--- config.mk ---
export PLATFORM = sky130hd
export DESIGN_NAME = gdps_back
export DESIGN_NICKNAME = d
export VERILOG_FILES = /design/src/rtl/gdps_pkg.sv /design/src/rtl/gdps_back.sv
export SDC_FILE = /design/constraint.sdc
export NUM_CORES = 2
export LEC_CHECK = 0
export BUFFER_PORTS_ARGS = -buffer_cell sky130_fd_sc_hd__buf_2
export CORE_UTILIZATION = 60
export DETAILED_ROUTE_END_ITERATION = 12
export PLACE_DENSITY = 0.77
export SYNTH_ARGS = -nofsm -noshare
export SYNTH_HDL_FRONTEND = slang
export SYNTH_SLANG_ARGS = --single-unit
export TNS_END_PERCENT = 100
--- constraint.sdc ---
create_clock -name clk_i -period 14.8 [get_ports clk_i]
set_input_delay 1.48 -clock clk_i [delete_from_list [all_inputs] [get_ports clk_i]]
set_output_delay 1.48 -clock clk_i [all_outputs]
set_load 0.03 [all_outputs]
--- src/rtl/gdps_pkg.sv ---
`default_nettype none

package gdps_pkg;

  // Number formats
  localparam int unsigned ElemW  = 16;  // A, B in Q1.15
  localparam int unsigned ScaleW = 16;  // alpha, beta in Q8.8
  localparam int unsigned CW     = 32;  // C in Q16.16
  localparam int unsigned ProdW  = 32;  // exact Q2.30 product
  localparam int unsigned AccW   = 48;  // product sum
  localparam int unsigned CfgIdxW = 2;

  // Decoupling queue between front and back
  localparam int unsigned QueueDepth = 4;
  localparam int unsigned QueuePtrW  = $clog2(QueueDepth);
  localparam int unsigned QueueCntW  = $clog2(QueueDepth + 1);

  // Configuration register indexes
  typedef enum logic [CfgIdxW-1:0] {
    CFG_ALPHA = 2'd0,
    CFG_BETA  = 2'd1
  } cfg_idx_e;

  // One classified term handed from front to back
  typedef struct packed {
    logic signed [ProdW-1:0] prod;
    logic signed [CW-1:0]    c_old;
    logic                    last;
  } entry_t;

endpackage

`default_nettype wire

--- src/rtl/gdps_back.sv ---
`default_nettype none

module gdps_back (
  input  wire logic                           clk_i,
  input  wire logic                           rst_ni,
  input  wire logic signed [gdps_pkg::ScaleW-1:0] alpha_i,
  input  wire logic signed [gdps_pkg::ScaleW-1:0] beta_i,
  input  gdps_pkg::entry_t                    q_data_i,
  input  wire logic                           q_empty_i,
  output logic                                q_pop_o,
  output logic                                empty_o,
  input  wire logic                           pop_i,
  output logic signed [gdps_pkg::CW-1:0]      c_new_o,
  output logic                                saturated_o
);
  import gdps_pkg::*;

  typedef enum logic [1:0] {
    ST_ACC,
    ST_MUL,
    ST_SUM,
    ST_RND
  } state_e;

  state_e                 state_q;
  logic signed [AccW-1:0] acc_q;
  logic signed [AccW-1:0] fin_acc_q;
  logic signed [CW-1:0]   c_q;
  logic signed [40:0]     p_lo_q;
  logic signed [39:0]     p_hi_q;
  logic signed [47:0]     p_c_q;
  logic [63:0]            t_q;
  logic                   out_valid_q;
  logic signed [CW-1:0]   c_new_q;
  logic                   sat_q;

  logic signed [AccW:0]   acc_wide;
  logic signed [AccW-1:0] acc_next;
  logic [63:0]            t_d;
  logic [63:0]            t_rnd;
  logic [41:0]            r_full;
  logic                   ovf_pos, ovf_neg, out_free;

  assign q_pop_o     = (state_q == ST_ACC) && !q_empty_i;
  assign empty_o     = !out_valid_q;
  assign c_new_o     = c_new_q;
  assign saturated_o = sat_q;
  assign out_free    = !out_valid_q || pop_i;

  // Accumulate with clipping at the 48-bit limits
  always_comb begin
    acc_wide = {acc_q[AccW-1], acc_q} + {{(AccW+1-ProdW){q_data_i.prod[ProdW-1]}}, q_data_i.prod};
    if (acc_wide[AccW] != acc_wide[AccW-1]) begin
      acc_next = acc_wide[AccW] ? {1'b1, {(AccW-1){1'b0}}} : {1'b0, {(AccW-1){1'b1}}};
    end else begin
      acc_next = acc_wide[AccW-1:0];
    end
  end

  // Sum of partial products at scale 2^-38
  assign t_d = {p_hi_q, 24'b0}
             + {{23{p_lo_q[40]}}, p_lo_q}
             + {{2{p_c_q[47]}}, p_c_q, 14'b0};

  // Round half up, floor shift by 22, then clamp
  assign t_rnd   = t_q + 64'd2097152;
  assign r_full  = t_rnd[63:22];
  assign ovf_pos = !r_full[41] && (|r_full[40:31]);
  assign ovf_neg = r_full[41] && !(&r_full[40:31]);

  // Control and result valid
  always_ff @(posedge clk_i or negedge rst_ni) begin
    if (!rst_ni) begin
      state_q     <= ST_ACC;
      acc_q       <= '0;
      out_valid_q <= 1'b0;
    end else begin
      if ((state_q == ST_RND) && out_free) begin
        out_valid_q <= 1'b1;
      end else if (out_valid_q && pop_i) begin
        out_valid_q <= 1'b0;
      end
      unique case (state_q)
        ST_ACC: begin
          if (q_pop_o) begin
            if (q_data_i.last) begin
              acc_q   <= '0;
              state_q <= ST_MUL;
            end else begin
              acc_q <= acc_next;
            end
          end
        end
        ST_MUL: state_q <= ST_SUM;
        ST_SUM: state_q <= ST_RND;
        ST_RND: begin
          if (out_free) begin
            state_q <= ST_ACC;
          end
        end
        default: state_q <= ST_ACC;
      endcase
    end
  end

  // Datapath registers
  always_ff @(posedge clk_i) begin
    if (q_pop_o && q_data_i.last) begin
      fin_acc_q <= acc_next;
      c_q       <= q_data_i.c_old;
    end
    if (state_q == ST_MUL) begin
      p_lo_q <= alpha_i * $signed({1'b0, fin_acc_q[23:0]});
      p_hi_q <= alpha_i * $signed(fin_acc_q[47:24]);
      p_c_q  <= beta_i * c_q;
    end
    if (state_q == ST_SUM) begin
      t_q <= t_d;
    end
    if ((state_q == ST_RND) && out_free) begin
      if (ovf_pos) begin
        c_new_q <= {1'b0, {(CW-1){1'b1}}};
        sat_q   <= 1'b1;
      end else if (ovf_neg) begin
        c_new_q <= {1'b1, {(CW-1){1'b0}}};
        sat_q   <= 1'b1;
      end else begin
        c_new_q <= r_full[CW-1:0];
        sat_q   <= 1'b0;
      end
    end
  end

  // Closing term clears the accumulator
  a_acc_clear: assert property (@(posedge clk_i) disable iff (!rst_ni)
    (q_pop_o && q_data_i.last) |=> (acc_q == '0))
    else $error("accumulator not cleared after closing term");

  // A waiting result only goes when taken
  a_out_hold: assert property (@(posedge clk_i) disable iff (!rst_ni)
    (out_valid_q && !pop_i) |=> (out_valid_q && $stable(c_new_q)))
    else $error("result dropped or changed while waiting");

  // Queue is not drained while scaling is in progress
  a_no_pop_busy: assert property (@(posedge clk_i) disable iff (!rst_ni)
    (state_q != ST_ACC) |-> !q_pop_o)
    else $error("queue popped during scaling");

endmodule

`default_nettype wire
==> reports/summary.txt <==
final setup TNS - 0 ns
clock-pin slew on the worst setup and hold paths - 0.06 ns
Synth Instances - 6519
final slew viol count - 0
core area - 102000 sq um
final setup vio count - 0
sequential area share after synthesis - 15.3%
total global-route track usage - 31.5%
Worst Setup End Kind - flop
CP arrival - 8.30 ns
HP Class - reg2reg
post-DP HPWL - 120000 um
top_reg_cell synth - edfxtp_1
most frequent cells in the layout - inv_1 (1421), fa_1 (1205), nand2_1 (851), and2_1 (526), ha_1 (455)
total CTS buffers - 39
drt wl/cell - 19.9 um
Routed Antenna Nets - 0
GPL Wtd Cong - 0.945
Sink Count - 322
drt drc - 0
TritonCTS clock tree - done
Slowest-stage cell, CP - buf_2
critical path startpoint category - input pin
Initial Util - 60.5%
row count - 117
top cells by area, synth - fa_1 (39%), edfxtp_1 (13%), ha_1 (9.3%)
largest net degree at the start of global routing - 82
run status - completed
worst slew pin tran - 1.11 ns
Mean Syn Cell Area - 9.45 sq um
Mapped Area - 61600 sq um
register bit total from synthesis - 322
die width - 322 um
vias - 45000
EDFF count, synth - 271
nets@finish - 8223
commonest non-fill, non-tap cell in the layout - inv_1
Synth top area share - 39.2%
Final Non-Filler Cells - 7859
CP delay by family, top - adder cells
first-pass GRT wire length - 254000 um
DIE HEIGHT - 322 um
post-synth top area cell - fa_1
I/O pin cnt - 136
Buf/Inv on CP - 5
clock latency on the worst-skew pair - 0.60 ns
DIE AREA - 104000 sq um
WP data required - 15.12 ns
routed vias/inst - 5.73
Worst Path Class, Setup - in2reg
library cells used by synthesis - 96
max-cap violations - 0
post-CTS resize count - 0
# Post-CTS Setup Buffers - 0
fraction of layout cells with a size suffix above 1 - 4.25%
Critical Path Max Stage Delay - 0.76 ns
crit-path max FO - 48
Final Cycle Share - 53.9%
DRT iter0 DRCs - 3645
global route overflow - 0
Bufs on Longest Clock Path - 3
minimum clock period - 7.98 ns
Routed WL - 156000 um
Worst slew margin - 25.9%
Syn Nets - 8282
Synth async-reset ratio - 15.8%
DR pass1 iterations - 6
Hold Buf Count CTS - 0
htree depth - 2
input/output buffers - 135
crit-path cells - buf_2, and2_1, fa_1, inv_1, fa_1, fa_1, inv_1, fa_1, fa_1, inv_1, fa_1, inv_1, ha_1, a21oi_1, o21ai_0, a2111oi_0, o31ai_1, a31oi_1, o31ai_1, a31o_2, a21oi_1, xnor2_1
initial antenna violation count - 7
Peak Freq - 125 MHz
vias in the first global route - 47800
CTS root buffer - clkbuf_16
hold violation count in the final report - 0
Max Clock Skew - 0.0307 ns
Yosys warnings - 0
Placed Cells incl. Taps - 7787
RSZ-0062 raised after global routing - no
area grow syn2layout - 4.67%
Most common cell on crit path - fa_1
[state kept, by name, indices dropped and copies added, names as in the netlist]
register / flops
c_q: 32
out_valid_q: 1
t_q: 43
fin_acc_q: 48
p_lo_q: 27
p_hi_q: 40
saturated_o: 1
c_new_o: 32
acc_q: 48
state_q: 2
p_c_q: 48
[area by class of cell]
| class | count | area [sq um] |
|---|---|---|
| multi-input combinational | 4510 | 45800 |
| inverter | 1422 | 5340 |
| clock buffer | 45 | 1030 |
| sequential | 322 | 9410 |
| tap | 1368 | 1710 |
| antenna | 2 | 5.00 |
| fill | 8142 | 37300 |
| clock inverter | 25 | 283 |
| timing repair buffer | 165 | 901 |
[synthesized netlist by cell type, types with 8 or more instances]
library cell / count
a211oi_1: 26
o21ai_1: 14
or3_1: 10
nor2b_1: 24
maj3_1: 28
o31ai_1: 10
nand4_1: 39
nor3_1: 33
a31oi_1: 16
ha_1: 457
inv_1: 1421
xnor2_1: 143
nor4_1: 9
nand3_1: 63
buf_2: 9
a41oi_1: 8
o21a_1: 26
o2111ai_1: 11
o21bai_1: 29
and2_1: 527
nand2b_1: 49
xor2_1: 85
nand2_1: 851
fa_1: 1205
o21ai_2: 8
o21ai_0: 160
dfrtp_1: 51
a21o_1: 66
clkbuf_1: 240
a21oi_1: 187
nor2_1: 229
and3_1: 34
o211ai_1: 16
edfxtp_1: 271
a21boi_0: 8
a211o_1: 11
[worst register-to-register path: stages, from the launching register on]
cell and delay (ns):
edfxtp_1 1.07, nand2_1 0.22, fa_1 0.55, fa_1 0.47, fa_1 0.56, inv_1 0.06, fa_1 0.44, fa_1 0.56
inv_1 0.06, fa_1 0.48, inv_1 0.04, ha_1 0.33, a21oi_1 0.20, o21ai_0 0.15, a2111oi_0 0.58, o31ai_1 0.28
a31oi_1 0.44, o31ai_1 0.18, a31o_2 0.25, a21oi_1 0.17, xnor2_1 0.09
[path summary, 6_finish.rpt]
check / from / to / slack (ns) / cells past startpoint
max in group asynchronous: rst_ni / acc_q[43] / 13.27 / 2
min in group asynchronous: rst_ni / acc_q[20] / 1.03 / 2
worst max register to register: fin_acc_q[34] / p_hi_q[39] / 7.39 / 20
worst min-delay path: acc_q[47] / acc_q[47] / 0.49 / 2
worst min register to register: acc_q[47] / acc_q[47] / 0.49 / 2
worst max-delay path: alpha_i[5] / p_hi_q[39] / 6.82 / 22
[logic make-up (layout without fill, tap and decap cells)]
family / Yosys count / in the layout / synth area share (%)
other cells: 0 / 2 / 0
fa+ha+maj: 1690 / 1690 / 48.9
mux: 5 / 5 / 0.0874
xor+xnor: 228 / 228 / 3.24
compound gates: 669 / 669 / 6.94
buf+inv: 1687 / 1657 / 10.4
flops: 322 / 322 / 15.3
simple gates: 1918 / 1918 / 15.1
[per-layer routing]
metal / GRT usage (%) / part of all wire (%) / vias to the layer above
met5: 0 / 0.0051 / -
met4: 11.4 / 3.8 / 2
met3: 6.46 / 10 / 309
met2: 50.5 / 46 / 2127
met1: 42.7 / 40 / 22800
li1: - / - / 19800
[per-stage QoR]
| step | cell area [sq um] | setup slack [ns] | util [%] | hold WS (ns) |
|---|---|---|---|---|
| after global placement | 63100 | 6.44 | 62.1 | 0.462 |
| after detailed placement | 63100 | 6.34 | 62.1 | 0.474 |
| after global routing | 64500 | 6.47 | 63.4 | 0.507 |
| after floorplan | 61600 | 7.18 | - | 0.453 |
| after CTS | 64500 | 6.95 | 63.4 | 0.490 |
| final | 64500 | 6.82 | 63.4 | 0.488 |
Power is left out: the tool's default activity adds up to more than one toggle a clock period on the data nets, which glitch-free logic cannot reach.
