`config.mk`:
```
export PLATFORM = sky130hd
export DESIGN_NAME = gdps_fifo
export DESIGN_NICKNAME = d
export VERILOG_FILES = /design/src/rtl/gdps_pkg.sv /design/src/rtl/gdps_fifo.sv
export SDC_FILE = /design/constraint.sdc
export NUM_CORES = 1
export LEC_CHECK = 0
export BUFFER_PORTS_ARGS = -buffer_cell sky130_fd_sc_hd__buf_2
export CAP_MARGIN = 15
export CORE_MARGIN = 10
export CORE_UTILIZATION = 45
export CTS_CLUSTER_SIZE = 30
export DETAILED_ROUTE_END_ITERATION = 6
export SYNTH_ARGS = -nofsm -noshare
export SYNTH_HDL_FRONTEND = slang
export SYNTH_SLANG_ARGS = --single-unit
```
`constraint.sdc`:
```
create_clock -name clk_i -period 3.4 [get_ports clk_i]
set_clock_uncertainty 0.15 [all_clocks]
set_input_delay 0.17 -clock clk_i [delete_from_list [all_inputs] [get_ports clk_i]]
set_output_delay 0.17 -clock clk_i [all_outputs]
set_load 0.02 [all_outputs]
```
`src/rtl/gdps_pkg.sv`:
```
`default_nettype none

package gdps_pkg;

  // Number formats
  localparam int unsigned ElemW  = 16;  // A, B in Q1.15
  localparam int unsigned ScaleW = 16;  // alpha, beta in Q8.8
  localparam int unsigned CW     = 32;  // C in Q16.16
  localparam int unsigned ProdW  = 32;  // exact Q2.30 product
  localparam int unsigned AccW   = 48;  // product sum
  localparam int unsigned CfgIdxW = 2;

  // Decoupling queue between front and back
  localparam int unsigned QueueDepth = 4;
  localparam int unsigned QueuePtrW  = $clog2(QueueDepth);
  localparam int unsigned QueueCntW  = $clog2(QueueDepth + 1);

  // Configuration register indexes
  typedef enum logic [CfgIdxW-1:0] {
    CFG_ALPHA = 2'd0,
    CFG_BETA  = 2'd1
  } cfg_idx_e;

  // One classified term handed from front to back
  typedef struct packed {
    logic signed [ProdW-1:0] prod;
    logic signed [CW-1:0]    c_old;
    logic                    last;
  } entry_t;

endpackage

`default_nettype wire

```
`src/rtl/gdps_fifo.sv`:
```
`default_nettype none

module gdps_fifo (
  input  wire logic            clk_i,
  input  wire logic            rst_ni,
  input  wire logic            push_i,
  input  gdps_pkg::entry_t     data_i,
  output logic                 full_o,
  input  wire logic            pop_i,
  output gdps_pkg::entry_t     data_o,
  output logic                 empty_o
);
  import gdps_pkg::*;

  entry_t                 mem_q [QueueDepth];
  logic [QueuePtrW-1:0]   wr_ptr_q, rd_ptr_q;
  logic [QueueCntW-1:0]   count_q;
  logic                   do_push, do_pop;

  assign full_o  = (count_q == QueueCntW'(QueueDepth));
  assign empty_o = (count_q == '0);
  assign do_push = push_i && !full_o;
  assign do_pop  = pop_i && !empty_o;
  assign data_o  = mem_q[rd_ptr_q];

  // Storage, no reset needed
  always_ff @(posedge clk_i) begin
    if (do_push) begin
      mem_q[wr_ptr_q] <= data_i;
    end
  end

  // Pointers and fill level
  always_ff @(posedge clk_i or negedge rst_ni) begin
    if (!rst_ni) begin
      wr_ptr_q <= '0;
      rd_ptr_q <= '0;
      count_q  <= '0;
    end else begin
      if (do_push) wr_ptr_q <= wr_ptr_q + 1'b1;
      if (do_pop)  rd_ptr_q <= rd_ptr_q + 1'b1;
      if (do_push && !do_pop)      count_q <= count_q + 1'b1;
      else if (do_pop && !do_push) count_q <= count_q - 1'b1;
    end
  end

  // Fill level never exceeds depth
  a_count_bound: assert property (@(posedge clk_i) disable iff (!rst_ni)
    count_q <= QueueCntW'(QueueDepth))
    else $error("queue fill level out of range");

  // Pointer distance agrees with fill level when the queue is not full
  a_ptr_count: assert property (@(posedge clk_i) disable iff (!rst_ni)
    (count_q != QueueCntW'(QueueDepth)) |->
      (QueuePtrW'(wr_ptr_q - rd_ptr_q) == count_q[QueuePtrW-1:0]))
    else $error("queue pointers disagree with fill level");

endmodule

`default_nettype wire

```
==> flow_metrics.py, run 1 <==
metrics = {
    "outcome": {
        "outcome": "finished, final reports clean",
    },
    "grt": {
        "grt-ovfl-total": 0,
        "grt_max_degree": 41,
        "grtUsageTotal_pct": 13.3,
        "antenna_found_initial": 1,
        "grt_pass1_vias": 5271,
        "grt_first_pass_wirelength_mm": 29.9,
    },
    "synthesis": {
        "synth_area_per_cell_um2": 26.2,
        "synth-seq-cells": 267,
        "yosysTopAreaCell": "edfxtp_1",
        "synth_compound_area_share_pct": 0,
        "synth_top_area_share_pct": 79.4,
        "synth_top_family_by_area": "multiplexers",
        "synthTopCellsByArea": "edfxtp_1, mux4_2, dfrtp_1",
        "ys_warn_count": 0,
        "synthAdderAreaFrac_pct": 0.840,
        "synth_nets": 451,
        "syn_area_um2": 9830,
        "ys_types": 21,
        "synth-xor-area-share_pct": 0.534,
        "synth.mux.area_fraction_pct": 15.1,
        "syn_inst": 376,
        "ys_seq_area_share_pct": 81.2,
        "synth-simple-area-share_pct": 0.636,
    },
    "placed_design": {
        "dp_hpwl_mm": 11.9,
        "pre_cts_slack_ns": 0.937,
        "place_congestion": 0.735,
        "portBuffers": 135,
    },
    "setup_path": {
        "reg2reg_depth": 8,
        "critPathTopFamily": "flip-flops",
        "cp.buffers_inverters": 2,
        "crit_slowest_cell": "dfrtp_4",
        "ff2ff_setup_slack_ns": 0.94,
        "worst_path_largest_cell_delay_ns": 0.84,
        "crit_path_start_kind": "register",
        "crit_arrival_ns": 2.43,
        "cp_max_fo": 30,
        "path_class": "register to primary output",
        "cp-end-kind": "primary output",
        "r2r-end": "count_q[2]$_DFFE_PN0P_",
        "critPathRequiredTime_ns": 3.08,
        "r2r-start": "count_q[2]$_DFFE_PN0P_",
        "path_cells": "buf_4, mux4_2, buf_2",
    },
    "floorplanning": {
        "die_h_um": 168,
        "die_width_um": 168,
        "rows": 54,
        "start_util_pct": 45.3,
        "core_um2": 21700,
        "die-area_um2": 28200,
        "ios": 136,
    },
    "min_path": {
        "holdPathStages": 2,
        "min_from": "data_i[46]",
        "min_to": "mem_q[1][46]$_DFFE_PP_",
        "hp-class": "primary input to register",
    },
    "cts": {
        "cts_inserted_buffers": 27,
        "clock_latency_ns": 0.52,
        "h-tree-depth": 1,
        "clock-sinks": 267,
        "cts_setup_buffers": 0,
        "clkSlewWorstSetupHoldPaths_ns": 0.06,
        "root_buffer": "clkbuf_16",
        "clockBufferDepth": 3,
        "tritoncts": "done",
    },
    "drt": {
        "drc": 0,
        "vias": 4593,
        "routed_wl_mm": 18.8,
        "via_per_inst": 5.09,
        "drtPass1Iterations": 7,
        "antenna_left": 0,
        "drtIter0Drc": 284,
        "wl_per_cell_um": 20.8,
    },
    "timing": {
        "fin_ws_ns": 0.647,
        "drv_slew": 0,
        "tns_ns": 0,
        "hold_ws_ns": 0.254,
        "worst_pin_slew_ns": 0.629,
        "setup_viol": 0,
        "rsz0062_at_grt": "false",
        "post-route-period-util_pct": 81.0,
        "timing_hold_violations_final": 0,
        "fmax_ghz": 0.363,
        "period_minus_slack_ns": 2.75,
        "relSlewSlack_pct": 58.1,
    },
    "pwr": {
        "p_int_mw": 7.41,
        "switching_share_pct": 31.2,
        "peakVddDrop_uv": 555,
        "switchingPower_mw": 3.35,
        "p_per_area_nw_per_um2": 870,
        "clockPowerShare_pct": 25.4,
        "leakage_nw": 4.28,
        "combPwrFrac_pct": 30.8,
        "pwr-share-seq_pct": 43.8,
    },
    "cells_and_area": {
        "register_area_um2": 7990,
        "nets": 678,
        "mostFrequentLayoutCells": "edfxtp_1, buf_2, dlygate4sd3_1",
        "multi_input_area_um2": 1690,
        "fill_cells": 1604,
        "layout_commonest_cell": "edfxtp_1",
        "synthToLayoutAreaGrowth_pct": 25.9,
        "drive_gt1_share_pct": 40.5,
    },
    "job": {
        "drv_cap": 0,
    },
}
[power by group through the flow]
stage,logic (mW),registers [mW],clock network [mW]
floorplan,2.48,4.56,0
global placement,3.33,4.77,0
detailed placement,3.35,4.81,0
CTS,3.42,4.74,2.81
global route,3.57,4.81,2.95
finish,3.32,4.72,2.73
[state kept, by name, summed over array words and instances (netlist names)]
signal,count
count_q,3
wr_ptr_q,2
rd_ptr_q,2
mem_q,260
[final cells by class]
type / count / share of cell area, %
clock inverter: 14 / 0.970
multi-input combinational: 89 / 13.7
clock buffer: 34 / 5.67
timing repair buffer: 214 / 12.2
inverter: 4 / 0.121
sequential: 267 / 64.6
antenna: 1 / 0.0202
tap: 280 / 2.83
[stage by stage]
stage                     std cells  instance area (um^2)  power, mW  util, %
after floorplan                 376                  9830       7.04        -
after global placement          785                 10900       8.09     50.1
after detailed placement        785                 10900       8.16     50.1
after CTS                       902                 12400       11.0     57.1
after global routing            903                 12400       11.3     57.1
final                           903                 12400       10.8     57.1
[worst max path at each step]
stage,start,endpoint,slack (ns),depth (start not counted)
4_1_cts,rd_ptr_q[0]$_DFFE_PN0P_,data_o[10],0.54,3
2_1_floorplan,count_q[2]$_DFFE_PN0P_,mem_q[0][0]$_DFFE_PP_,0.43,4
3_5_place_dp,count_q[2]$_DFFE_PN0P_,mem_q[1][18]$_DFFE_PP_,0.94,4
3_3_place_gp,rd_ptr_q[0]$_DFFE_PN0P_,data_o[10],1.09,3
6_report,rd_ptr_q[0]$_DFFE_PN0P_,data_o[3],0.65,3
5_1_grt,rd_ptr_q[0]$_DFFE_PN0P_,data_o[54],0.47,3
[synthesized netlist by cell type (all sizes together)]
library cell  count
mux4             65
inv               4
nand3             1
xnor2             4
clkbuf            2
buf              14
nor2              1
and2              4
nor3b             1
dfrtp             7
mux2              2
nor2b             1
xor2              2
nand2             1
ha                5
edfxtp          260
or3               1
fa                1
[repair_timing]
item / 4_1_cts / 5_1_grt
hold buffers: 69 / 0
resized for setup: 0 / 0
endpoints found under the hold margin: 271 / 0
[cells by family after synthesis]
family / after synthesis
XOR/XNOR: 6
adder cells (fa/ha/maj): 6
buffers and inverters: 20
flip-flops: 267
multiplexers: 67
AND/OR/NAND/NOR: 10
[per-layer routing]
metal / vias up / track usage, % / wire, um
li1: 2055 / - / -
met1: 2393 / 17.6 / 8180
met2: 120 / 22.0 / 9330
met3: 25 / 3.21 / 997
met4: 0 / 2.88 / 257
met5: - / 0 / 0
[worst register-to-register path: stages, from the launching register on]
cell and delay (ns):
dfrtp_1 0.40, nor3b_2 0.18, nor2b_1 0.46, ha_1 0.29, inv_1 0.07, fa_1 0.38, xor2_1 0.17, nor2_1 0.11
xor2_1 0.16
(Power assumes the default switching activity.)
==> run 2: changes to the inputs <==
--- a/config.mk
+++ b/config.mk
@@ -11,6 +11,7 @@
 export CORE_UTILIZATION = 45
 export CTS_CLUSTER_SIZE = 30
 export DETAILED_ROUTE_END_ITERATION = 6
+export PLACE_DENSITY = 0.67
 export SYNTH_ARGS = -nofsm -noshare
 export SYNTH_HDL_FRONTEND = slang
 export SYNTH_SLANG_ARGS = --single-unit
==> constraint.sdc (replaced) <==
create_clock -name clk_i -period 2.3 [get_ports clk_i]
set_clock_uncertainty 0.15 [all_clocks]
set_input_delay 0.115 -clock clk_i [delete_from_list [all_inputs] [get_ports clk_i]]
set_output_delay 0.115 -clock clk_i [all_outputs]
set_load 0.02 [all_outputs]
==> flow_metrics.py, run 2 (same netlist as run 1, synthesis figures left out) <==
metrics = {
    "drt": {
        "vias": 4674,
        "wl_per_cell_um": 20.8,
        "maxUsedRoutingLayer": "met4",
        "routed-wl-met2_mm": 10.1,
        "wl_met1_mm": 7.52,
        "dr_wl_met3_mm": 1.19,
        "antenna_left": 0,
        "drtIter0Drc": 204,
        "via_per_inst": 5.10,
        "routed_wl_mm": 19.1,
        "drtPass1Iterations": 5,
        "drc": 0,
    },
    "setup_path": {
        "path_class": "register to primary output",
        "crit_arrival_ns": 2.00,
        "critPathRequiredTime_ns": 2.04,
        "cp_max_fo": 5,
        "ff2ff_setup_slack_ns": 0.13,
        "crit_path_start_kind": "register",
        "cp-end-kind": "primary output",
    },
    "timing": {
        "relSlewSlack_pct": 77.8,
        "setup_viol": 0,
        "fin_ws_ns": 0.0347,
        "drv_slew": 0,
        "timing_hold_violations_final": 0,
        "fmax_ghz": 0.441,
        "rsz0062_at_grt": "true",
        "period_minus_slack_ns": 2.27,
        "hold_ws_ns": 0.0373,
        "worst_pin_slew_ns": 0.332,
        "post-route-period-util_pct": 98.5,
    },
    "placed_design": {
        "placed_cells": 793,
        "place_congestion": 0.694,
        "placedInstanceArea_um2": 11000,
        "dp_hpwl_mm": 11.4,
        "pre_cts_slack_ns": 0.0922,
        "portBuffers": 135,
    },
    "cells_and_area": {
        "largest_reg_flops": 260,
        "fin_area_um2": 12800,
        "fin_util_pct": 58.8,
        "drive_gt1_share_pct": 42.6,
        "layout_commonest_cell": "edfxtp_1",
        "layout.cells.non_filler": 916,
        "mostFrequentLayoutCells": "edfxtp_1, buf_2, dlygate4sd3_1",
        "regMostFlops": "mem_q",
        "diodes": 0,
        "top_regs": "mem_q: 260 flops, count_q: 3 flops",
        "nets": 693,
        "synthToLayoutAreaGrowth_pct": 29.7,
    },
    "outcome": {
        "outcome": "finished, final reports clean",
    },
    "grt": {
        "grt-ovfl-total": 0,
        "grtUsageTotal_pct": 13.2,
        "antenna_found_initial": 0,
        "grt_max_degree": 43,
        "grt_pass1_vias": 5317,
        "grt_first_pass_wirelength_mm": 29.7,
    },
    "floorplanning": {
        "die-area_um2": 28200,
        "rows": 54,
        "core_um2": 21700,
        "start_util_pct": 45.3,
        "ios": 136,
        "die_h_um": 168,
        "die_width_um": 168,
    },
    "cts": {
        "cts_inserted_buffers": 26,
        "clockBufferDepth": 3,
        "clkSlewWorstSetupHoldPaths_ns": 0.06,
        "clock-sinks": 267,
        "root_buffer": "clkbuf_16",
        "tritoncts": "done",
        "clock_latency_ns": 0.52,
        "h-tree-depth": 1,
    },
    "pwr": {
        "peakVddDrop_uv": 753,
        "leakage_nw": 4.46,
        "p_per_area_nw_per_um2": 1300,
    },
    "min_path": {
        "hp-class": "primary input to register",
    },
    "job": {
        "drv_cap": 0,
    },
}
-- run 2: cell types whose count changed in the layout (fill, tap and decap cells not counted), sizes merged, moves of 2 or more --
cell    before  now
clkbuf      34   36
clkinv       9   11
inv          6    4
buf        145  157
-- run 2: per-stage QoR --
stage | power, mW | TNS [ns]
final | 16.5 | 0
after global routing | 17.4 | -0.344
after CTS | 16.5 | -0.315
after detailed placement | 12.3 | 0
after global placement | 12.2 | 0
after floorplan | 10.4 | 0
-- run 2: per-layer routing --
metal  vias up  GRT usage, %
met5         -             0
met4         0          2.91
met3        27          3.54
met2       126          23.6
met1      2420          15.5
li1       2101             -
-- run 2: path summary, 6_finish.rpt --
| kind | startpoint | endpoint | cells after the start |
|---|---|---|---|
| min in group asynchronous | rst_ni | wr_ptr_q[0]$_DFFE_PN0P_ | 3 |
| worst max-delay path | rd_ptr_q[0]$_DFFE_PN0P_ | data_o[8] | 4 |
| worst min register to register | count_q[2]$_DFFE_PN0P_ | count_q[2]$_DFFE_PN0P_ | 1 |
| worst min-delay path | push_i | wr_ptr_q[0]$_DFFE_PN0P_ | 4 |
| max in group asynchronous | rst_ni | rd_ptr_q[0]$_DFFE_PN0P_ | 3 |
| worst max register to register | count_q[0]$_DFFE_PN0P_ | count_q[2]$_DFFE_PN0P_ | 8 |
-- run 2: final cells by class --
cell class | count | area (um^2)
clock buffers | 32 | 694
clock inverters | 14 | 90.1
fillers | 1549 | 8930
inverters | 4 | 15.0
multi-input cells | 89 | 1700
flip-flops and latches | 267 | 7990
well taps | 280 | 350
repair buffers | 230 | 1910
-- run 2: worst max-delay path, stage by stage (launching register included) --
cell       delay (ns)
dfrtp_4          0.47
buf_4            0.16
clkbuf_16        0.16
mux4_2           0.51
buf_2            0.18
-- run 2: what timing repair did --
item | CTS | global route
endpoints found under the setup margin | 59 | 45
hold buffers | 68 | 0
resized for setup | 5 | 19
setup buffers | 3 | 1
hold endpoints to repair | 270 | 0
gates cloned | 1 | 4
-- run 2: power by group --
| group | leakage (nW) | total (mW) | switching, mW | internal (mW) |
|---|---|---|---|---|
| logic | 1.62 | 6.00 | 3.17 | 2.82 |
| clock network | 0.377 | 3.88 | 1.64 | 2.24 |
| registers | 2.46 | 6.67 | 0.235 | 6.44 |
