<file path="config.mk">
export PLATFORM = sky130hd
export DESIGN_NAME = gdps_front
export DESIGN_NICKNAME = d
export VERILOG_FILES = /design/src/rtl/gdps_pkg.sv /design/src/rtl/gdps_front.sv
export SDC_FILE = /design/constraint.sdc
export NUM_CORES = 1
export LEC_CHECK = 0
export BUFFER_PORTS_ARGS = -buffer_cell sky130_fd_sc_hd__buf_2
export CORE_MARGIN = 3
export CORE_UTILIZATION = 45
export CTS_CLUSTER_SIZE = 16
export DETAILED_ROUTE_END_ITERATION = 7
export GPL_TIMING_DRIVEN = 0
export SLEW_MARGIN = 10
export SYNTH_ARGS = -nofsm -noshare
export SYNTH_HDL_FRONTEND = slang
export SYNTH_SLANG_ARGS = --single-unit
</file>
<file path="constraint.sdc">
create_clock -name clk_i -period 4.3 [get_ports clk_i]
set_input_delay 0.215 -clock clk_i [delete_from_list [all_inputs] [get_ports clk_i]]
set_output_delay 0.215 -clock clk_i [all_outputs]
set_load 0.02 [all_outputs]
</file>
<file path="src/rtl/gdps_pkg.sv">
`default_nettype none

package gdps_pkg;

  // Number formats
  localparam int unsigned ElemW  = 16;  // A, B in Q1.15
  localparam int unsigned ScaleW = 16;  // alpha, beta in Q8.8
  localparam int unsigned CW     = 32;  // C in Q16.16
  localparam int unsigned ProdW  = 32;  // exact Q2.30 product
  localparam int unsigned AccW   = 48;  // product sum
  localparam int unsigned CfgIdxW = 2;

  // Decoupling queue between front and back
  localparam int unsigned QueueDepth = 4;
  localparam int unsigned QueuePtrW  = $clog2(QueueDepth);
  localparam int unsigned QueueCntW  = $clog2(QueueDepth + 1);

  // Configuration register indexes
  typedef enum logic [CfgIdxW-1:0] {
    CFG_ALPHA = 2'd0,
    CFG_BETA  = 2'd1
  } cfg_idx_e;

  // One classified term handed from front to back
  typedef struct packed {
    logic signed [ProdW-1:0] prod;
    logic signed [CW-1:0]    c_old;
    logic                    last;
  } entry_t;

endpackage

`default_nettype wire

</file>
<file path="src/rtl/gdps_front.sv">
`default_nettype none

module gdps_front (
  input  wire logic                         clk_i,
  input  wire logic                         rst_ni,
  input  wire logic                         push_i,
  output logic                              full_o,
  input  wire logic signed [gdps_pkg::ElemW-1:0] a_elem_i,
  input  wire logic signed [gdps_pkg::ElemW-1:0] b_elem_i,
  input  wire logic signed [gdps_pkg::CW-1:0]    c_old_i,
  input  wire logic                         last_term_i,
  output logic                              q_push_o,
  output gdps_pkg::entry_t                  q_data_o,
  input  wire logic                         q_full_i
);
  import gdps_pkg::*;

  logic   stage_valid_q;
  entry_t stage_q;
  logic   accept, drain;

  // Stage drains into the queue when there is room
  assign drain    = stage_valid_q && !q_full_i;
  assign full_o   = stage_valid_q && q_full_i;
  assign accept   = push_i && !full_o;
  assign q_push_o = drain;
  assign q_data_o = stage_q;

  always_ff @(posedge clk_i or negedge rst_ni) begin
    if (!rst_ni) begin
      stage_valid_q <= 1'b0;
    end else if (accept) begin
      stage_valid_q <= 1'b1;
    end else if (drain) begin
      stage_valid_q <= 1'b0;
    end
  end

  // Exact Q2.30 product; old C is captured with every term but used only for the closing one
  always_ff @(posedge clk_i) begin
    if (accept) begin
      stage_q.prod  <= a_elem_i * b_elem_i;
      stage_q.c_old <= c_old_i;
      stage_q.last  <= last_term_i;
    end
  end

endmodule

`default_nettype wire

</file>
==> results of run 1 <==
[layout make-up]
cell class              count  area (µm²)  share of cell area (%)
multi-input cells         768        9280                    59.2
inverters                 295        1110                    7.09
flip-flops and latches     66        1980                    12.6
plain buffers              32         661                    4.21
clock inverters             7         100                   0.638
well taps                 330         413                    2.63
repair buffers            235        1910                    12.2
clock buffers               9         225                    1.44
[flip-flops by register name (all words and copies together) (netlist names)]
name and flops:
q_data_o 65, stage_valid_q 1
[worst max path at each step]
| stage | from | end | slack [ns] | cells past startpoint |
|---|---|---|---|---|
| finish | a_elem_i[7] | q_data_o[64] | -1.17 | 23 |
| global route | b_elem_i[5] | q_data_o[63] | -1.34 | 23 |
| CTS | a_elem_i[15] | q_data_o[63] | -1.14 | 21 |
| detailed placement | a_elem_i[2] | q_data_o[64] | -2.11 | 21 |
| global placement | a_elem_i[2] | q_data_o[64] | -2.01 | 21 |
| floorplan | b_elem_i[2] | q_data_o[63] | -1.03 | 20 |
[placed cells by master (no fill, tap or decap), types with 17 or more instances in the layout]
| cell type | count |
|---|---|
| clkbuf_16 | 29 |
| fa_1 | 245 |
| xnor2_1 | 24 |
| buf_8 | 18 |
| nor2_1 | 23 |
| buf_4 | 60 |
| fa_2 | 17 |
| and2_1 | 113 |
| buf_6 | 36 |
| inv_2 | 24 |
| edfxtp_1 | 65 |
| nand2_1 | 112 |
| inv_1 | 270 |
| buf_2 | 105 |
| ha_1 | 63 |
[critical path: stages]
cell and delay, ns:
buf_12 0.12, clkbuf_16 0.15, and2_4 0.14, fa_1 0.51, inv_2 0.04, fa_2 0.45, fa_2 0.55, inv_2 0.04
fa_2 0.46, fa_1 0.51, inv_2 0.05, fa_2 0.53, inv_2 0.04, ha_4 0.27, o211ai_1 0.10, o21ai_2 0.26
o211ai_4 0.15, a21oi_4 0.29, o21bai_4 0.11, and2_4 0.16, buf_4 0.13, o21ai_4 0.14, a311oi_2 0.11
[logic make-up after synthesis]
family                     share of synthesized area (%)
buffers and inverters                               10.4
adders and majority gates                           53.0
and+or+nand+nor                                     13.4
DFF                                                 16.7
xor gates and xnor gates                            2.22
AOI/OAI and AO/OA                                   4.12
muxes                                             0.0847
[metal layers]
metal  share of wire [%]  vias up
met2                  49      303
met3                 6.7       86
li1                    -     3943
met4                 4.1        2
met5               0.028        -
met1                  40     4393
[through the flow]
stage | utilization (%) | setup WS, ns | setup TNS (ns)
floorplan | - | -1.03 | -13.09
global placement | 52.3 | -2.01 | -107.33
detailed placement | 52.5 | -2.11 | -34.61
CTS | 58.3 | -1.14 | -15.57
global route | 61.6 | -1.34 | -21.38
finish | 61.6 | -1.17 | -17.90
[what timing repair did]
action | in CTS | in global routing
hold buffers | 1 | 0
endpoints found under the setup margin | 24 | 23
hold endpoints to repair | 1 | 0
setup buffers | 33 | 56
pin swaps | 42 | 69
cloned | 6 | 5
gates resized for setup | 181 | 126
==> summary.txt, run 1 <==
CLOCKING
----------------------------------------------------------------------------------------
Clock Root Buffer                                                              clkbuf_16
Clock sink count                                                                      66
Clk Latency, worst-skew pair                                                     0.36 ns
Number of buffers created by CTS                                                       9
Clock transition at path regs                                                    0.08 ns
Level count of the clock H-tree                                                        3
TritonCTS clock tree                                                                 yes
Maximum clock path buffer count                                                        2

STA
----------------------------------------------------------------------------------------
Final-report max-slew violation count                                                  0
Worst slew slack as a fraction of its limit                                        61.8%
Upper clock frequency limit                                                      183 MHz
Final worst hold slack                                                         0.0218 ns
Worst path setup slack after routing                                            -1.17 ns
Hold violation count in the final report                                               0
Final Critical Period                                                            5.47 ns
Max Clock Skew                                                                 0.0111 ns
RSZ-0062 raised after global routing                                                 yes
Slew of the pin with the lowest slew margin                                     0.573 ns
Count of endpoints failing setup in the final report                                  23
Final worst-path cycle share                                                        127%

SYNTH
----------------------------------------------------------------------------------------
Top flip-flop cell by instance count after synthesis                            edfxtp_1
Gate count of the mapped netlist                                                    1161
Mean instance size in the synthesized netlist                                   10.2 µm²
Most instantiated library cell after synthesis                                     inv_1
Commonest cells in the netlist                                              inv_1, fa_1, nand2_1
Netlist Area Pre-Place                                                         11800 µm²
Count of warnings emitted by yosys                                                     0
Leading cell types by total area after synthesis                            fa_1, edfxtp_1, inv_1, ha_1, and2_1
Number of nets produced by synthesis                                                1574
Cell type contributing the most total cell area after synthesis                     fa_1
Number of register bits inferred by synthesis                                         66
Number of enable flip-flop cells after synthesis                                      65
Count of different cell masters after synthesis                                       47
Post-synthesis sequential area ratio                                               16.7%
Share of the synthesized area in the top cell type                                 44.4%
Synth async-reset ratio                                                            1.52%

FINAL LAYOUT
----------------------------------------------------------------------------------------
# nets final                                                                        1820
Share of cells above drive strength 1                                              29.9%
Final Instance Area                                                            15700 µm²
Final non-filler cell total                                                         1742
Fillers                                                                             2103
Area Overhead vs Synth                                                             32.6%
Antenna cells                                                                          0

FLOORPLANNING
----------------------------------------------------------------------------------------
Die outline area                                                               28300 µm²
Chip width                                                                        168 µm
Vertical extent of the die                                                        168 µm
Total number of placement rows                                                        58
Initial core utilization                                                           46.4%
Placeable core region                                                          25500 µm²
Number of primary I/O pins                                                           136

CRITICAL PATH
----------------------------------------------------------------------------------------
Critical path startpoint category                                           primary input
Endpoint arrival time on the critical path                                       5.56 ns
Flop-to-flop setup slack                                                         2.79 ns
Critical R2R Launch                                                         stage_valid_q
Setup crit end kind                                                                 flop
Critical R2R Capture                                                        q_data_o[35]
Highest net fanout along the worst path                                                6
Cells on worst reg2reg path                                                            3
Worst endpoint required time                                                     4.38 ns
Type of the worst setup path                                                   in -> reg

DETAILED ROUTING
----------------------------------------------------------------------------------------
Count of nets left with antenna violations after detail routing                        0
Avg Vias per Cell                                                                   5.01
Number of search-and-repair iterations in the first detailed-routing pass              5
Routed length per placed instance                                                18.4 µm
Iteration-0 DRC Markers                                                              537
Number of remaining DRC errors                                                         0
Final Routed Wirelength                                                          32.0 mm
Via count                                                                           8727

PLACED DESIGN
----------------------------------------------------------------------------------------
Instance area at placement                                                     13400 µm²
Final HPWL DP                                                                    24.2 mm
Global placement routability congestion                                            0.939
# port buffers                                                                       135
Placed cells                                                                        1628

GLOBAL ROUTING
----------------------------------------------------------------------------------------
Met3 Resource Use GR                                                               4.51%
Antenna violations before repair                                                       1
Total gr overflow                                                                      0
Global-route total usage across every layer                                        23.4%
Met1 GRT Util                                                                      29.8%
Global routing's busiest layer                                                      met2
Number of global-route vias before repair                                           9490
Pin count of the biggest net entering global routing                                  30
Global Route met2 Usage                                                            39.6%
First-pass GRT wire length                                                       50.9 mm

WORST HOLD PATH
----------------------------------------------------------------------------------------
Path class of the lowest-slack min-delay path                                  in -> reg
Hold Path Origin                                                              c_old_i[4]
Hold path depth                                                                        1
WHS Endpoint                                                                 q_data_o[5]

OUTCOME
----------------------------------------------------------------------------------------
Violations in the final reports                                             negative setup slack
Run status                                                                  finished, violations left

RUN
----------------------------------------------------------------------------------------
MaxCap Viol Count                                                                      0

Power of run 1 is left out: the tool's default activity adds up to more than one toggle a clock period on the data nets, which glitch-free logic cannot reach.
==> run 2: changes to the inputs <==
==> constraint.sdc (replaced) <==
create_clock -name clk_i -period 6.15 [get_ports clk_i]
set_input_delay 0.3075 -clock clk_i [delete_from_list [all_inputs] [get_ports clk_i]]
set_output_delay 0.3075 -clock clk_i [all_outputs]
set_load 0.02 [all_outputs]
==> run 2 against run 1 <==
  * The run now ends clean
  * Critical path depth fell by 1
  * Final cell count is 5.7% lower
  * Clock skew shrank 0.0072 ns
  * Die area did not move
  * Via count shrank 6.9%
  * Utilization decreased by 8.8 points
  * Wire length decreased by 9.2%
==> summary.txt, run 2 (synthesis results as in run 1) <==
DETAILED ROUTING
----------------------------------------------------------------------------------------
Count of nets left with antenna violations after detail routing                        0
Final Routed Wirelength                                                          29.0 mm
Number of remaining DRC errors                                                         0
Iteration-0 DRC Markers                                                              382
Avg Vias per Cell                                                                   4.95
Via count                                                                           8128
Number of search-and-repair iterations in the first detailed-routing pass              5
Routed length per placed instance                                                17.7 µm

CRITICAL PATH
----------------------------------------------------------------------------------------
Endpoint arrival time on the critical path                                       6.07 ns
Worst setup path endpoint                                                   q_data_o[63]
Critical path startpoint category                                           primary input
Worst endpoint required time                                                     6.23 ns
CP Launch Point                                                              a_elem_i[7]
Type of the worst setup path                                                   in -> reg
Critical R2R Launch                                                         stage_valid_q
Highest net fanout along the worst path                                               10
Critical R2R Capture                                                        q_data_o[41]
Flop-to-flop setup slack                                                         4.28 ns
Cells on worst reg2reg path                                                            4
Setup crit end kind                                                                 flop

GLOBAL ROUTING
----------------------------------------------------------------------------------------
Global Route met2 Usage                                                            38.9%
Total gr overflow                                                                      0
Met1 GRT Util                                                                      27.2%
First-pass GRT wire length                                                       47.7 mm
Global-route total usage across every layer                                        22.0%
Number of global-route vias before repair                                           9029
Antenna violations before repair                                                       1
Met3 Resource Use GR                                                               3.45%
Pin count of the biggest net entering global routing                                  26
Global routing's busiest layer                                                      met2

STA
----------------------------------------------------------------------------------------
Upper clock frequency limit                                                      167 MHz
Final-report max-slew violation count                                                  0
Worst path setup slack after routing                                            0.162 ns
Slew of the pin with the lowest slew margin                                     0.656 ns
Final worst hold slack                                                          0.139 ns
Count of endpoints failing setup in the final report                                   0
Final Critical Period                                                            5.99 ns
Worst slew slack as a fraction of its limit                                        56.2%
RSZ-0062 raised after global routing                                                 yes
Hold violation count in the final report                                               0
Final worst-path cycle share                                                       97.4%
Max Clock Skew                                                                0.00396 ns

FINAL LAYOUT
----------------------------------------------------------------------------------------
# nets final                                                                        1721
Most common cell after layout, fill and taps aside                                 inv_1
Commonest cells after routing, fill and taps aside                          inv_1, fa_1, buf_2, nand2_1, and2_1
Final non-filler cell total                                                         1643
Flip-flop count of the largest register, all copies and words added                   65
Antenna cells                                                                          0
Share of cells above drive strength 1                                              15.2%
Area Overhead vs Synth                                                             13.7%
Fillers                                                                             2400

PLACED DESIGN
----------------------------------------------------------------------------------------
Global placement routability congestion                                            0.912
Pre-CTS setup slack                                                             -1.12 ns
# port buffers                                                                       135
Final HPWL DP                                                                    24.5 mm
Placed cells                                                                        1628

FLOORPLANNING
----------------------------------------------------------------------------------------
Die outline area                                                               28300 µm²
Vertical extent of the die                                                        168 µm
Total number of placement rows                                                        58
Chip width                                                                        168 µm
Number of primary I/O pins                                                           136
Initial core utilization                                                           46.4%
Placeable core region                                                          25500 µm²

WORST HOLD PATH
----------------------------------------------------------------------------------------
Path class of the lowest-slack min-delay path                                  in -> reg

CLOCKING
----------------------------------------------------------------------------------------
Level count of the clock H-tree                                                        3
Clock sink count                                                                      66
Clock transition at path regs                                                    0.06 ns
TritonCTS clock tree                                                                 yes
Clock Root Buffer                                                              clkbuf_16
Clk Latency, worst-skew pair                                                     0.34 ns
Maximum clock path buffer count                                                        2
Number of buffers created by CTS                                                       9

OUTCOME
----------------------------------------------------------------------------------------
Run status                                                                  finished, final reports clean

RUN
----------------------------------------------------------------------------------------
MaxCap Viol Count                                                                      0

[run 2: changes by cell type in the layout (fill, tap and decap cells not counted), sizes merged]
cell,previous run,this run
bufinv,2,1
buf,233,148
clkbuf,42,28
clkinvlp,0,2
clkinv,3,2
[run 2: critical path, stage by stage]
cell and delay, ns:
clkbuf_4 0.19, buf_6 0.18, and2_1 0.16, fa_1 0.50, inv_1 0.05, fa_1 0.46
fa_1 0.52, inv_1 0.06, fa_1 0.52, fa_1 0.54, inv_1 0.05, fa_1 0.47
inv_1 0.04, ha_1 0.34, a21o_1 0.20, a21oi_1 0.20, o211ai_1 0.18, a21oi_2 0.31
a21oi_2 0.15, o31ai_4 0.28, mux2i_1 0.21, o2111ai_1 0.12
[run 2: through the flow]
step	util [%]	instance area (µm²)	TNS, ns
finish	52.8	13500	0
floorplan	-	11800	0
global route	52.8	13500	-0.00631
detailed placement	50.9	13000	-8.23
CTS	52.3	13300	0
global placement	50.7	12900	-7.69
[run 2: what timing repair did]
action | 4_1_cts | 5_1_grt
hold buffers | 1 | 0
setup endpoints to repair | 10 | 6
endpoints found under the hold margin | 1 | 0
buffers inserted | 1 | 2
gates resized for setup | 31 | 58
pin swaps | 3 | 7
cloned | 0 | 0
[run 2: metal layers]
| metal | share of wire (%) | routed length [µm] |
|---|---|---|
| met1 | 40 | 11600 |
| met2 | 51 | 14800 |
| met3 | 4.6 | 1340 |
| met4 | 4.2 | 1220 |
| met5 | 0.045 | 13 |
[run 2: area by class of cell]
| cell class | count | area, µm² | area share (%) |
|---|---|---|---|
| well taps | 330 | 413 | 3.07 |
| repair buffers | 141 | 768 | 5.71 |
| plain buffers | 27 | 211 | 1.57 |
| flip-flops and latches | 66 | 1980 | 14.7 |
| multi-input cells | 768 | 8670 | 64.5 |
| clock inverters | 7 | 76.3 | 0.567 |
| clock buffers | 9 | 225 | 1.67 |
| inverters | 295 | 1110 | 8.23 |
[run 2: how the worst min path moves through the flow]
stage                startpoint             to  slack (ns)  cells after the start
global route         c_old_i[1]    q_data_o[2]        0.12                      1
global placement         rst_ni  stage_valid_q        0.08                      1
CTS                 c_old_i[28]   q_data_o[29]        0.12                      1
finish              c_old_i[28]   q_data_o[29]        0.14                      1
detailed placement       rst_ni  stage_valid_q        0.08                      1
floorplan                rst_ni  stage_valid_q        0.01                      0
Power of run 2 is left out for the same reason.
==> run 3: changes to the inputs <==
--- a/config.mk
+++ b/config.mk
@@ -6,7 +6,7 @@
 export NUM_CORES = 1
 export LEC_CHECK = 0
 export BUFFER_PORTS_ARGS = -buffer_cell sky130_fd_sc_hd__buf_2
-export CORE_MARGIN = 3
+export CORE_MARGIN = 5
 export CORE_UTILIZATION = 45
 export CTS_CLUSTER_SIZE = 16
 export DETAILED_ROUTE_END_ITERATION = 7
==> run 3 against run 2 <==
  * Die area grew 4.8%
  * Worst hold slack gained 0.019 ns
  * Final area grew 0.29%
  * Utilization shrank 0.89 points
  * First-iteration DRC count shrank 9.7%
  * Critical path type unchanged
  * Critical endpoint unchanged
  * Highest routed layer is now met4
==> summary.txt, run 3 (synthesis results as in run 1) <==
OUTCOME
----------------------------------------------------------------------------------------
Run status                                                                  finished, final reports clean

CRITICAL PATH
----------------------------------------------------------------------------------------
Highest net fanout along the worst path                                               10
Setup crit end kind                                                                 flop
Type of the worst setup path                                                   in -> reg
Worst endpoint required time                                                     6.20 ns
Worst-path cell chain                                                       clkbuf_4 > clkbuf_8 > nand2_1 > inv_1 > fa_2 > fa_1 > fa_1 > fa_1 > fa_1 > inv_1 > fa_1 > inv_1 > ha_2 > and3_1 > and3_2 > and3_1 > o211ai_4 > a21oi_2 > o31ai_4 > mux2i_1 > o2111ai_1
Critical path's largest stage delay                                              0.66 ns
Endpoint arrival time on the critical path                                       5.96 ns
Critical path startpoint category                                           primary input
Most frequent CP cell                                                               fa_1
Slowest CP cell                                                                     fa_2

FLOORPLANNING
----------------------------------------------------------------------------------------
Number of primary I/O pins                                                           136
Placeable core region                                                          26000 µm²
Initial core utilization                                                           45.5%
Total number of placement rows                                                        59
Vertical extent of the die                                                        172 µm
Chip width                                                                        172 µm
Die outline area                                                               29600 µm²

DETAILED ROUTING
----------------------------------------------------------------------------------------
Final Routed Wirelength                                                          28.5 mm
Routed length per placed instance                                                17.3 µm
Iteration-0 DRC Markers                                                              345
Count of nets left with antenna violations after detail routing                        0
Number of remaining DRC errors                                                         0
Number of search-and-repair iterations in the first detailed-routing pass              4
Via count                                                                           8117
Avg Vias per Cell                                                                   4.93

CLOCKING
----------------------------------------------------------------------------------------
Clock Root Buffer                                                              clkbuf_16
Clk Latency, worst-skew pair                                                     0.32 ns
TritonCTS clock tree                                                                 yes
Level count of the clock H-tree                                                        3
Clock sink count                                                                      66
Maximum clock path buffer count                                                        2
Number of buffers created by CTS                                                       9
Clock transition at path regs                                                    0.06 ns

GLOBAL ROUTING
----------------------------------------------------------------------------------------
Total gr overflow                                                                      0
Pin count of the biggest net entering global routing                                  31
First-pass GRT wire length                                                       47.8 mm
Global-route total usage across every layer                                        20.9%
Antenna violations before repair                                                       0
Number of global-route vias before repair                                           9120

STA
----------------------------------------------------------------------------------------
Final worst-path cycle share                                                       96.1%
Upper clock frequency limit                                                      169 MHz
Hold violation count in the final report                                               0
Final-report max-slew violation count                                                  0
Count of endpoints failing setup in the final report                                   0
Worst path setup slack after routing                                            0.243 ns
Worst slew slack as a fraction of its limit                                        62.3%
Post-route setup TNS                                                                0 ns
RSZ-0062 raised after global routing                                                  no
Max Clock Skew                                                                0.00594 ns
Slew of the pin with the lowest slew margin                                     0.566 ns
Final Critical Period                                                            5.91 ns

PLACED DESIGN
----------------------------------------------------------------------------------------
Global placement routability congestion                                            0.931
# port buffers                                                                       135
Pre-CTS setup slack                                                             -1.03 ns
Final HPWL DP                                                                    24.5 mm

WORST HOLD PATH
----------------------------------------------------------------------------------------
Path class of the lowest-slack min-delay path                                  in -> reg

FINAL LAYOUT
----------------------------------------------------------------------------------------
# nets final                                                                        1721
Total area of sequential cells                                                  1980 µm²
Area Overhead vs Synth                                                             14.1%
Post-Route Utilization                                                             51.9%
Area taken by multi-input logic gates                                           8700 µm²
Most common cell after layout, fill and taps aside                                 inv_1
Flip-flop count of the largest register, all copies and words added                   65
Commonest cells after routing, fill and taps aside                          inv_1, fa_1, buf_2, nand2_1, and2_1
Fillers                                                                             2461
Antenna cells                                                                          0
Share of cells above drive strength 1                                              15.3%

RUN
----------------------------------------------------------------------------------------
MaxCap Viol Count                                                                      0

[run 3: changes by cell type in the layout (fill, tap and decap cells not counted), sizes merged]
| cell | before | now |
|---|---|---|
| clkinv | 2 | 3 |
| buf | 148 | 150 |
| bufinv | 1 | 2 |
| clkbuf | 28 | 26 |
| clkinvlp | 2 | 0 |
[run 3: final timing paths]
check	startpoint	to	slack (ns)	cells past startpoint
min in group asynchronous	rst_ni	stage_valid_q	0.28	2
min	c_old_i[7]	q_data_o[8]	0.16	1
max in group asynchronous	rst_ni	stage_valid_q	5.78	2
max reg2reg	stage_valid_q	q_data_o[42]	4.38	4
max	b_elem_i[2]	q_data_o[63]	0.24	21
min reg2reg	stage_valid_q	stage_valid_q	0.68	2
[run 3: worst max-delay path, delay by kind of cell]
family | cells | cell delay, ns
AO/OA/AOI/OAI | 4 | 0.67
buffers and inverters | 5 | 0.52
multiplexers | 1 | 0.15
adder cells (fa/ha/maj) | 7 | 3.50
AND/OR/NAND/NOR | 4 | 0.78
[run 3: timing repair]
action,CTS,global route
endpoints found under the setup margin,10,7
buffers inserted,1,0
pin swaps,3,7
endpoints found under the hold margin,1,0
gates resized for setup,36,55
hold buffers,1,0
[run 3: per-stage QoR]
| stage | hold slack, ns | std cells | cell area (µm²) |
|---|---|---|---|
| floorplan | 0.0119 | 1161 | 11800 |
| global placement | 0.0823 | 1631 | 12900 |
| detailed placement | 0.0828 | 1633 | 13000 |
| CTS | 0.143 | 1648 | 13400 |
| global route | 0.141 | 1648 | 13500 |
| finish | 0.158 | 1648 | 13500 |
[run 3: metal layers]
layer | share of wire (%) | track usage, % | wire length (µm)
met4 | 3.3 | 5.98 | 932
met2 | 53 | 38.4 | 15100
met1 | 38 | 25.8 | 10800
met5 | 0 | 0 | 0
met3 | 5.8 | 2.61 | 1650
[run 3: final cells by class]
| class | instances | area share [%] |
|---|---|---|
| buffer | 29 | 1.60 |
| clock buffer | 9 | 1.67 |
| clock inverter | 7 | 0.742 |
| inverter | 295 | 8.21 |
| multi-input combinational | 768 | 64.5 |
| sequential | 66 | 14.7 |
| tap | 335 | 3.11 |
| timing repair buffer | 139 | 5.53 |
Power of run 3 is left out for the same reason.
